## src/design/tsdt_pkg.sv

```systemverilog
`timescale 1ns / 1ps
// types and constants shared by the thermometer scratchpad decoder
package tsdt_pkg;

  localparam int unsigned ByteW  = 8;
  localparam int unsigned CelW   = 17;
  localparam int unsigned FahW   = 21;
  localparam int unsigned AddrW  = 4;
  localparam int unsigned DataW  = 32;

  localparam logic [ByteW-1:0] FAM_NINE     = 8'h10;
  localparam logic [ByteW-1:0] FAM_TWELVE_A = 8'h28;
  localparam logic [ByteW-1:0] FAM_TWELVE_B = 8'h22;
  localparam logic [ByteW-1:0] FAM_THIRTEEN = 8'h26;

  localparam logic [ByteW-1:0] COUNT_PER_C  = 8'h10;
  localparam logic [15:0]      REMAIN_BIAS  = 16'd12;
  localparam logic signed [FahW-1:0] FAH_OFFSET = 21'sd5120;

  // resolution field, bits 6:5 of byte 4
  typedef enum logic [1:0] {
    RES_9  = 2'b00,
    RES_10 = 2'b01,
    RES_11 = 2'b10,
    RES_12 = 2'b11
  } res_e;

  typedef enum logic [1:0] {
    REG_FAMILY_CODE   = 2'd0,
    REG_REPORT_LOW    = 2'd1,
    REG_REPORT_HIGH   = 2'd2,
    REG_TRIGGER_LEVEL = 2'd3
  } reg_idx_e;

  localparam logic [ByteW-1:0]       RST_FAMILY  = 8'h28;
  localparam logic signed [FahW-1:0] RST_LOW     = 21'sd9600;
  localparam logic signed [FahW-1:0] RST_HIGH    = 21'sd16000;
  localparam logic signed [FahW-1:0] RST_TRIGGER = 21'sd12800;
  localparam logic signed [CelW-1:0] RST_CEL     = 17'sd640;
  localparam logic signed [FahW-1:0] RST_FAH     = 21'sd10880;

  typedef struct packed {
    logic [ByteW-1:0]       family_code;
    logic signed [FahW-1:0] report_low;
    logic signed [FahW-1:0] report_high;
    logic signed [FahW-1:0] trigger_level;
  } cfg_t;

  typedef struct packed {
    logic [ByteW-1:0] pad_byte0;
    logic [ByteW-1:0] pad_byte1;
    logic [ByteW-1:0] pad_byte2;
    logic [ByteW-1:0] pad_byte4;
    logic [ByteW-1:0] pad_byte6;
    logic [ByteW-1:0] pad_byte7;
  } pad_t;

  typedef struct packed {
    logic                   known;
    logic signed [CelW-1:0] celsius;
  } dec_t;

endpackage

```

## src/design/tsdt_if.sv

```systemverilog
`timescale 1ns / 1ps
// valid/ready channel interfaces for scratchpad words and result words
interface tsdt_in_if;
  import tsdt_pkg::*;

  logic             valid;
  logic             ready;
  logic [ByteW-1:0] pad_byte0;
  logic [ByteW-1:0] pad_byte1;
  logic [ByteW-1:0] pad_byte2;
  logic [ByteW-1:0] pad_byte4;
  logic [ByteW-1:0] pad_byte6;
  logic [ByteW-1:0] pad_byte7;

  modport source (output valid, pad_byte0, pad_byte1, pad_byte2, pad_byte4,
                  pad_byte6, pad_byte7, input ready);
  modport sink (input valid, pad_byte0, pad_byte1, pad_byte2, pad_byte4,
                pad_byte6, pad_byte7, output ready);
endinterface

interface tsdt_out_if;
  import tsdt_pkg::*;

  logic                   valid;
  logic                   ready;
  logic signed [CelW-1:0] celsius_32nds;
  logic signed [FahW-1:0] fahrenheit_160ths;
  logic                   reading_accepted;
  logic                   family_unknown;
  logic                   crossing_event;
  logic                   at_or_above;

  modport source (output valid, celsius_32nds, fahrenheit_160ths, reading_accepted,
                  family_unknown, crossing_event, at_or_above, input ready);
  modport sink (input valid, celsius_32nds, fahrenheit_160ths, reading_accepted,
                family_unknown, crossing_event, at_or_above, output ready);
endinterface

```

## src/design/tsdt_cfg_regs.sv

```systemverilog
`timescale 1ns / 1ps
// apb configuration registers: family code, report window and trigger level
module tsdt_cfg_regs (
  input  logic                      clk_i,
  input  logic                      rst_ni,
  input  logic                      psel,
  input  logic                      penable,
  input  logic                      pwrite,
  input  logic [tsdt_pkg::AddrW-1:0] paddr,
  input  logic [tsdt_pkg::DataW-1:0] pwdata,
  output logic [tsdt_pkg::DataW-1:0] prdata,
  output logic                      pready,
  output tsdt_pkg::cfg_t            cfg_o
);
  import tsdt_pkg::*;

  cfg_t     cfg_q, cfg_d;
  reg_idx_e idx;
  logic     wr_en;

  assign pready = 1'b1;
  assign idx    = reg_idx_e'(paddr[AddrW-1:2]);
  assign wr_en  = psel && penable && pwrite;
  assign cfg_o  = cfg_q;

  always_comb begin
    cfg_d = cfg_q;
    if (wr_en) begin
      case (idx)
        REG_FAMILY_CODE:   cfg_d.family_code   = pwdata[ByteW-1:0];
        REG_REPORT_LOW:    cfg_d.report_low    = pwdata[FahW-1:0];
        REG_REPORT_HIGH:   cfg_d.report_high   = pwdata[FahW-1:0];
        REG_TRIGGER_LEVEL: cfg_d.trigger_level = pwdata[FahW-1:0];
        default:           cfg_d = cfg_q;
      endcase
    end
  end

  always_comb begin
    case (idx)
      REG_FAMILY_CODE:   prdata = {{(DataW-ByteW){1'b0}}, cfg_q.family_code};
      REG_REPORT_LOW:    prdata = {{(DataW-FahW){cfg_q.report_low[FahW-1]}},
                                   cfg_q.report_low};
      REG_REPORT_HIGH:   prdata = {{(DataW-FahW){cfg_q.report_high[FahW-1]}},
                                   cfg_q.report_high};
      REG_TRIGGER_LEVEL: prdata = {{(DataW-FahW){cfg_q.trigger_level[FahW-1]}},
                                   cfg_q.trigger_level};
      default:           prdata = '0;
    endcase
  end

  always_ff @(posedge clk_i or negedge rst_ni) begin
    if (!rst_ni) begin
      cfg_q.family_code   <= RST_FAMILY;
      cfg_q.report_low    <= RST_LOW;
      cfg_q.report_high   <= RST_HIGH;
      cfg_q.trigger_level <= RST_TRIGGER;
    end else begin
      cfg_q <= cfg_d;
    end
  end

endmodule

```

## src/design/tsdt_decode.sv

```systemverilog
`timescale 1ns / 1ps
// scratchpad decode by sensor family into celsius 1/32 degree
module tsdt_decode (
  input  logic [tsdt_pkg::ByteW-1:0] family_i,
  input  tsdt_pkg::pad_t             pad_i,
  output tsdt_pkg::dec_t             dec_o
);
  import tsdt_pkg::*;

  logic [15:0] word;
  logic [15:0] raw9;
  logic [15:0] raw9_fine;
  logic [15:0] raw12;
  logic [12:0] raw13;
  res_e        res;

  assign word = {pad_i.pad_byte1, pad_i.pad_byte0};
  assign raw9 = {word[12:0], 3'b000};
  assign raw9_fine = {raw9[15:4], 4'b0000} + REMAIN_BIAS - {8'h00, pad_i.pad_byte6};
  assign res  = res_e'(pad_i.pad_byte4[6:5]);
  assign raw13 = {pad_i.pad_byte2, pad_i.pad_byte1[7:3]};

  always_comb begin
    case (res)
      RES_9:   raw12 = {word[15:3], 3'b000};
      RES_10:  raw12 = {word[15:2], 2'b00};
      RES_11:  raw12 = {word[15:1], 1'b0};
      RES_12:  raw12 = word;
      default: raw12 = word;
    endcase
  end

  always_comb begin
    dec_o.known   = 1'b1;
    dec_o.celsius = '0;
    if (family_i == FAM_NINE) begin
      if (pad_i.pad_byte7 == COUNT_PER_C) begin
        dec_o.celsius = {raw9_fine, 1'b0};
      end else begin
        dec_o.celsius = {raw9, 1'b0};
      end
    end else if (family_i == FAM_TWELVE_A || family_i == FAM_TWELVE_B) begin
      dec_o.celsius = {raw12, 1'b0};
    end else if (family_i == FAM_THIRTEEN) begin
      dec_o.celsius = {{(CelW-13){raw13[12]}}, raw13};
    end else begin
      dec_o.known = 1'b0;
    end
  end

endmodule

```

## src/design/temp_scratchpad_decode_threshold.sv

```systemverilog
`timescale 1ns / 1ps
// top level: thermometer scratchpad decoder with report window and trigger events
//
// in_i carries one scratchpad read per word (bytes 0, 1, 2, 4, 6, 7). each word is
// decoded by the family selected in the family_code register, converted to
// fahrenheit (c*9 + 5120, 1/160 degree) and stored when it lies inside the report
// window. out_o returns one word per input word: the stored temperatures, the
// accept and unknown-family flags, and the trigger crossing event and side.
// an input handshake reaches the result handshake through the input register and then
// the result register, with the decode and compare logic between them. one word is
// taken per cycle while out_o does not stall; the stored reading is updated in
// the same cycle the result register loads, so each word sees its predecessor's state.
// when out_o stalls the result register holds, the input register fills and
// in_i.ready drops; a new word is taken as soon as the result moves on.
// reset restores the register defaults, a stored reading of 20 c / 68 f with the
// trigger side set to below, and empties both registers.
// the apb port writes registers at 4*index; reads sign extend all but family_code.
module temp_scratchpad_decode_threshold (
  input  logic                       clk_i,
  input  logic                       rst_ni,
  input  logic                       psel,
  input  logic                       penable,
  input  logic                       pwrite,
  input  logic [tsdt_pkg::AddrW-1:0] paddr,
  input  logic [tsdt_pkg::DataW-1:0] pwdata,
  output logic [tsdt_pkg::DataW-1:0] prdata,
  output logic                       pready,
  tsdt_in_if.sink                    in_i,
  tsdt_out_if.source                 out_o
);
  import tsdt_pkg::*;

  cfg_t cfg;
  dec_t dec;

  logic in_valid_q;
  pad_t pad_q;
  logic adv;

  logic signed [CelW-1:0] kept_cel_q, kept_cel_d;
  logic signed [FahW-1:0] kept_fah_q, kept_fah_d;
  logic                   below_q, below_d;
  logic signed [FahW-1:0] fah;
  logic                   in_window;
  logic                   take;
  logic                   at_or_above;
  logic                   event_w;

  logic                   out_valid_q;
  logic signed [CelW-1:0] out_cel_q;
  logic signed [FahW-1:0] out_fah_q;
  logic                   out_acc_q;
  logic                   out_unk_q;
  logic                   out_evt_q;
  logic                   out_ge_q;

  tsdt_cfg_regs u_cfg (
    .clk_i   (clk_i),
    .rst_ni  (rst_ni),
    .psel    (psel),
    .penable (penable),
    .pwrite  (pwrite),
    .paddr   (paddr),
    .pwdata  (pwdata),
    .prdata  (prdata),
    .pready  (pready),
    .cfg_o   (cfg)
  );

  tsdt_decode u_decode (
    .family_i (cfg.family_code),
    .pad_i    (pad_q),
    .dec_o    (dec)
  );

  assign adv        = in_valid_q && (!out_valid_q || out_o.ready);
  assign in_i.ready = !in_valid_q || adv;

  always_ff @(posedge clk_i or negedge rst_ni) begin
    if (!rst_ni) begin
      in_valid_q <= 1'b0;
    end else if (in_i.ready) begin
      in_valid_q <= in_i.valid;
    end
  end

  always_ff @(posedge clk_i) begin
    if (in_i.valid && in_i.ready) begin
      pad_q.pad_byte0 <= in_i.pad_byte0;
      pad_q.pad_byte1 <= in_i.pad_byte1;
      pad_q.pad_byte2 <= in_i.pad_byte2;
      pad_q.pad_byte4 <= in_i.pad_byte4;
      pad_q.pad_byte6 <= in_i.pad_byte6;
      pad_q.pad_byte7 <= in_i.pad_byte7;
    end
  end

  // f = c*9 + 5120
  assign fah = ({{(FahW-CelW){dec.celsius[CelW-1]}}, dec.celsius} <<< 3)
             + {{(FahW-CelW){dec.celsius[CelW-1]}}, dec.celsius} + FAH_OFFSET;
  assign in_window = (fah >= cfg.report_low) && (fah <= cfg.report_high);
  assign take      = dec.known && in_window;

  always_comb begin
    kept_cel_d  = take ? dec.celsius : kept_cel_q;
    kept_fah_d  = take ? fah : kept_fah_q;
    at_or_above = kept_fah_d >= cfg.trigger_level;
    event_w     = at_or_above == below_q;
    below_d     = !at_or_above;
  end

  always_ff @(posedge clk_i or negedge rst_ni) begin
    if (!rst_ni) begin
      kept_cel_q <= RST_CEL;
      kept_fah_q <= RST_FAH;
      below_q    <= 1'b1;
    end else if (adv) begin
      kept_cel_q <= kept_cel_d;
      kept_fah_q <= kept_fah_d;
      below_q    <= below_d;
    end
  end

  always_ff @(posedge clk_i or negedge rst_ni) begin
    if (!rst_ni) begin
      out_valid_q <= 1'b0;
    end else if (adv) begin
      out_valid_q <= 1'b1;
    end else if (out_o.ready) begin
      out_valid_q <= 1'b0;
    end
  end

  always_ff @(posedge clk_i) begin
    if (adv) begin
      out_cel_q <= kept_cel_d;
      out_fah_q <= kept_fah_d;
      out_acc_q <= take;
      out_unk_q <= !dec.known;
      out_evt_q <= event_w;
      out_ge_q  <= at_or_above;
    end
  end

  assign out_o.valid             = out_valid_q;
  assign out_o.celsius_32nds     = out_cel_q;
  assign out_o.fahrenheit_160ths = out_fah_q;
  assign out_o.reading_accepted  = out_acc_q;
  assign out_o.family_unknown    = out_unk_q;
  assign out_o.crossing_event    = out_evt_q;
  assign out_o.at_or_above       = out_ge_q;

  // stored reading pair stays consistent
  a_kept_pair: assert property (@(posedge clk_i) disable iff (!rst_ni)
    kept_fah_q == FahW'({{(FahW-CelW){kept_cel_q[CelW-1]}}, kept_cel_q} * 9 + FAH_OFFSET))
    else $error("stored celsius and fahrenheit disagree");

  a_acc_known: assert property (@(posedge clk_i) disable iff (!rst_ni)
    out_valid_q && out_acc_q |-> !out_unk_q)
    else $error("reading accepted for unknown family");

  a_adv_loads: assert property (@(posedge clk_i) disable iff (!rst_ni)
    adv |=> out_valid_q && below_q == !out_ge_q)
    else $error("result register not loaded or trigger side mismatch");

  a_no_take_hold: assert property (@(posedge clk_i) disable iff (!rst_ni)
    adv && !take |=> $stable(kept_fah_q) && $stable(kept_cel_q))
    else $error("stored reading changed without acceptance");

endmodule
```

## src/flat_wrapper.sv

```systemverilog
// flat-port wrapper written by rule: the top's interface ports become plain ports
module temp_scratchpad_decode_threshold_flat import tsdt_pkg::*;
  (clk_i, rst_ni, psel, penable, pwrite, paddr, pwdata, prdata, pready, in_i_valid, in_i_pad_byte0, in_i_pad_byte1, in_i_pad_byte2, in_i_pad_byte4, in_i_pad_byte6, in_i_pad_byte7, in_i_ready, out_o_valid, out_o_celsius_32nds, out_o_fahrenheit_160ths, out_o_reading_accepted, out_o_family_unknown, out_o_crossing_event, out_o_at_or_above, out_o_ready);
  tsdt_in_if in_i_i ();
  tsdt_out_if out_o_i ();
  input  logic clk_i;
  input  logic rst_ni;
  input  logic psel;
  input  logic penable;
  input  logic pwrite;
  input  logic [tsdt_pkg::AddrW-1:0] paddr;
  input  logic [tsdt_pkg::DataW-1:0] pwdata;
  output logic [tsdt_pkg::DataW-1:0] prdata;
  output logic pready;
  input wire logic [$bits(in_i_i.valid)-1:0] in_i_valid;
  input wire logic [$bits(in_i_i.pad_byte0)-1:0] in_i_pad_byte0;
  input wire logic [$bits(in_i_i.pad_byte1)-1:0] in_i_pad_byte1;
  input wire logic [$bits(in_i_i.pad_byte2)-1:0] in_i_pad_byte2;
  input wire logic [$bits(in_i_i.pad_byte4)-1:0] in_i_pad_byte4;
  input wire logic [$bits(in_i_i.pad_byte6)-1:0] in_i_pad_byte6;
  input wire logic [$bits(in_i_i.pad_byte7)-1:0] in_i_pad_byte7;
  output wire logic [$bits(in_i_i.ready)-1:0] in_i_ready;
  output wire logic [$bits(out_o_i.valid)-1:0] out_o_valid;
  output wire logic [$bits(out_o_i.celsius_32nds)-1:0] out_o_celsius_32nds;
  output wire logic [$bits(out_o_i.fahrenheit_160ths)-1:0] out_o_fahrenheit_160ths;
  output wire logic [$bits(out_o_i.reading_accepted)-1:0] out_o_reading_accepted;
  output wire logic [$bits(out_o_i.family_unknown)-1:0] out_o_family_unknown;
  output wire logic [$bits(out_o_i.crossing_event)-1:0] out_o_crossing_event;
  output wire logic [$bits(out_o_i.at_or_above)-1:0] out_o_at_or_above;
  input wire logic [$bits(out_o_i.ready)-1:0] out_o_ready;
  assign in_i_i.valid = in_i_valid;
  assign in_i_i.pad_byte0 = in_i_pad_byte0;
  assign in_i_i.pad_byte1 = in_i_pad_byte1;
  assign in_i_i.pad_byte2 = in_i_pad_byte2;
  assign in_i_i.pad_byte4 = in_i_pad_byte4;
  assign in_i_i.pad_byte6 = in_i_pad_byte6;
  assign in_i_i.pad_byte7 = in_i_pad_byte7;
  assign in_i_ready = in_i_i.ready;
  assign out_o_valid = out_o_i.valid;
  assign out_o_celsius_32nds = out_o_i.celsius_32nds;
  assign out_o_fahrenheit_160ths = out_o_i.fahrenheit_160ths;
  assign out_o_reading_accepted = out_o_i.reading_accepted;
  assign out_o_family_unknown = out_o_i.family_unknown;
  assign out_o_crossing_event = out_o_i.crossing_event;
  assign out_o_at_or_above = out_o_i.at_or_above;
  assign out_o_i.ready = out_o_ready;
  temp_scratchpad_decode_threshold u_core (.clk_i(clk_i), .rst_ni(rst_ni), .psel(psel), .penable(penable), .pwrite(pwrite), .paddr(paddr), .pwdata(pwdata), .prdata(prdata), .pready(pready), .in_i(in_i_i), .out_o(out_o_i));
endmodule
```

## config.mk

```make
export PLATFORM = sky130hd
export DESIGN_NAME = temp_scratchpad_decode_threshold_flat
export DESIGN_NICKNAME = d
export VERILOG_FILES = /design/src/design/tsdt_pkg.sv /design/src/design/tsdt_if.sv /design/src/design/tsdt_cfg_regs.sv /design/src/design/tsdt_decode.sv /design/src/design/temp_scratchpad_decode_threshold.sv /design/src/flat_wrapper.sv
export SDC_FILE = /design/constraint.sdc
export NUM_CORES = 1
export LEC_CHECK = 0
export BUFFER_PORTS_ARGS = -buffer_cell sky130_fd_sc_hd__buf_4
export CORE_MARGIN = 2
export CORE_UTILIZATION = 30
export DETAILED_ROUTE_END_ITERATION = 8
export GPL_TIMING_DRIVEN = 1
export PLACE_DENSITY_LB_ADDON = 0.08
export REMOVE_ABC_BUFFERS = 1
export SETUP_SLACK_MARGIN = 0.3
export SLEW_MARGIN = 5
export SYNTH_ARGS = -nofsm -noshare
export SYNTH_HDL_FRONTEND = slang
export SYNTH_HIERARCHICAL = 1
export SYNTH_SLANG_ARGS = --single-unit
```

## constraint.sdc

```tcl
create_clock -name clk_i -period 20.7 [get_ports clk_i]
set_input_delay 3.105 -clock clk_i [delete_from_list [all_inputs] [get_ports clk_i]]
set_output_delay 3.105 -clock clk_i [all_outputs]
set_load 0.05 [all_outputs]
```

==> metrics.md <==
| Metric | Value |
|---|---|
| Status | `completed` |
| Count of final setup violators | `0` |
| Fin Setup TNS | `0 ps` |
| Slew headroom | `0.329` |
| Core Region | `37500 µm²` |
| Synth warnings | `6` |
| I/O Buffers | `approximately 150` |
| H-tree depth | `4` |
| # diodes | `0` |
| Post-Syn Area | `11400 µm²` |
| Max Cap Viol | `0` |
| Critical-path top delay cell | `nor3_2` |
| Utilization after layout | `0.360` |
| Most frequent cells in the layout | `buf_4 (155), mux2_2 (134), ha_1 (99), dfrtp_1 (90), edfxtp_1 (84)` |
| Postcts setup bufs | `0` |
| Worst path max stage delay | `760 ps` |
| NumNets Final | `between 1k and 1.5k` |
| Synthesized instance count | `907` |
| Most used cell, CP | `ha_1` |
| Data required, critical path | `20890 ps` |
| Critical Path AT | `9990 ps` |
| PwrDens | `~90 nW/µm²` |
| CP max FO | `40` |
| Clock Latency Late Sink | `between 400 and 500 ps` |
| Cell area after layout | `13500 µm²` |
| First-pass GRT wire length | `45.7 mm` |
| Critical path class | `reg -> reg` |
| RSZ-0062 raised after global routing | `no` |
| Bufs and invs on worst path | `1` |
| Ratio of cells with drive above 1 in the final layout | `0.369` |
| Leakage Power | `6.22 nW` |
| Initial Utilization | `0.303` |
| Post-Route WL | `approximately 30 mm` |
| Vias in the first global route | `7551` |
| 1st-iter DRT viols | `342` |
| Die area | `39400 µm²` |
| CP top delay family | `simple AND/OR/NAND/NOR gates` |
| Pin count of the biggest net entering global routing | `68` |
| Die H | `199 µm` |
| DR WL/cell | `19.2 µm` |
| Final min period | `about 10000 ps` |
| Number of CTS-inserted buffers | `17` |
| Critical Path End Type | `register` |
| Most common cell after layout, fill and taps aside | `buf_4` |
| CTS tree | `built` |
| Drt pass-1 iters | `4` |
| HPWL Detailed | `22.2 mm` |
| Max Slew Vio Count | `0` |
| Worst setup skew after layout | `14.3 ps` |
| Mean Syn Cell Area | `12.5 µm²` |
| Core Rows | `between 70 and 80` |
| Final Hold Viols | `0` |
| Hold crit path type | `reg -> reg` |
| Initial antenna violation count | `0` |
| Power, Total | `1.23 mW` |
| Worst vdd ir | `between 0.06 and 0.07 mV` |
| Clk slew on worst S/H paths | `70 ps` |
| Routed Antenna Nets | `0` |
| Die width | `199 µm` |
| Post-cts resize count | `0` |
| GRT Residual Overflow | `0` |
| # DRC | `0` |
| Routed vias | `roughly 7.4k` |
| Area post-placement | `12900 µm²` |
| I/O pin count | `between 150 and 200` |
| Root Driver | `clkbuf_16` |
| Tightest Pin Transition | `1000 ps` |
| Clock tree sinks | `196` |
| CTS max path bufs | `2` |
| Startpoint types | `register` |
| Hold_buf cts | `0` |
| Layout area overhead | `18.9%` |
| Final period utilization | `0.473` |
| Achievable Freq | `102 MHz` |
| Gr usage total | `0.157` |
| GPL Wtd Cong | `approximately 0.79` |
| Detail-routed via count per cell | `around 4.7` |
## area by class of cell
class	instances	area, µm²
multi-input cells	591	5470
repair buffers	155	1160
well taps	511	639
flip-flops and latches	196	5350
clock buffers	17	425
fillers	3790	24000
clock inverters	15	145
inverters	83	312
## power breakdown
| group | switching, mW | internal (mW) | total, mW |
|---|---|---|---|
| registers | 0.0399 | 0.473 | 0.513 |
| clock network | 0.162 | 0.169 | 0.332 |
| logic | 0.233 | 0.152 | 0.385 |
## path summary, 6_finish.rpt
path | startpoint | endpoint | slack, ps | cells after the start
min | u_core/in_valid_q | u_core/out_o.valid | 490 | 1
min reg2reg | u_core/in_valid_q | u_core/out_o.valid | 490 | 1
max reg2reg | u_core/u_cfg/cfg_o[66] | u_core/out_o.crossing_event | 10900 | 30
max in group asynchronous | rst_ni | u_core/kept_cel_q[2] | 16670 | 2
max | u_core/u_cfg/cfg_o[66] | u_core/out_o.crossing_event | 10900 | 30
min in group asynchronous | rst_ni | u_core/u_cfg/cfg_o[60] | 2670 | 1
## metrics by stage
stage	hold WS [ps]	setup WS, ps	instances
floorplan	457	9860	870
global placement	476	10930	1536
detailed placement	478	10870	1536
CTS	494	10790	1568
global route	511	10310	1568
finish	492	10900	1568
## sequential cells by signal, indices dropped and copies added (netlist names)
signal,flops
u_core/out_o.family_unknown,1
u_core/below_q,1
u_core/pad_q,42
u_core/u_cfg/cfg_o,71
u_core/kept_fah_q,21
u_core/out_o.crossing_event,1
u_core/kept_cel_q,17
u_core/out_o.reading_accepted,1
u_core/out_o.celsius_32nds,17
u_core/out_o.at_or_above,1
u_core/out_o.fahrenheit_160ths,21
u_core/in_valid_q,1
u_core/out_o.valid,1
## layer usage
layer	GRT usage	vias to the layer above	part of all wire
met3	0.0295	13	0.029
met1	0.215	3653	0.48
met2	0.256	109	0.48
met4	0.0373	0	0.0099
li1	-	3636	-
met5	0	-	0
No activity file was read; power rests on OpenSTA's default activity.
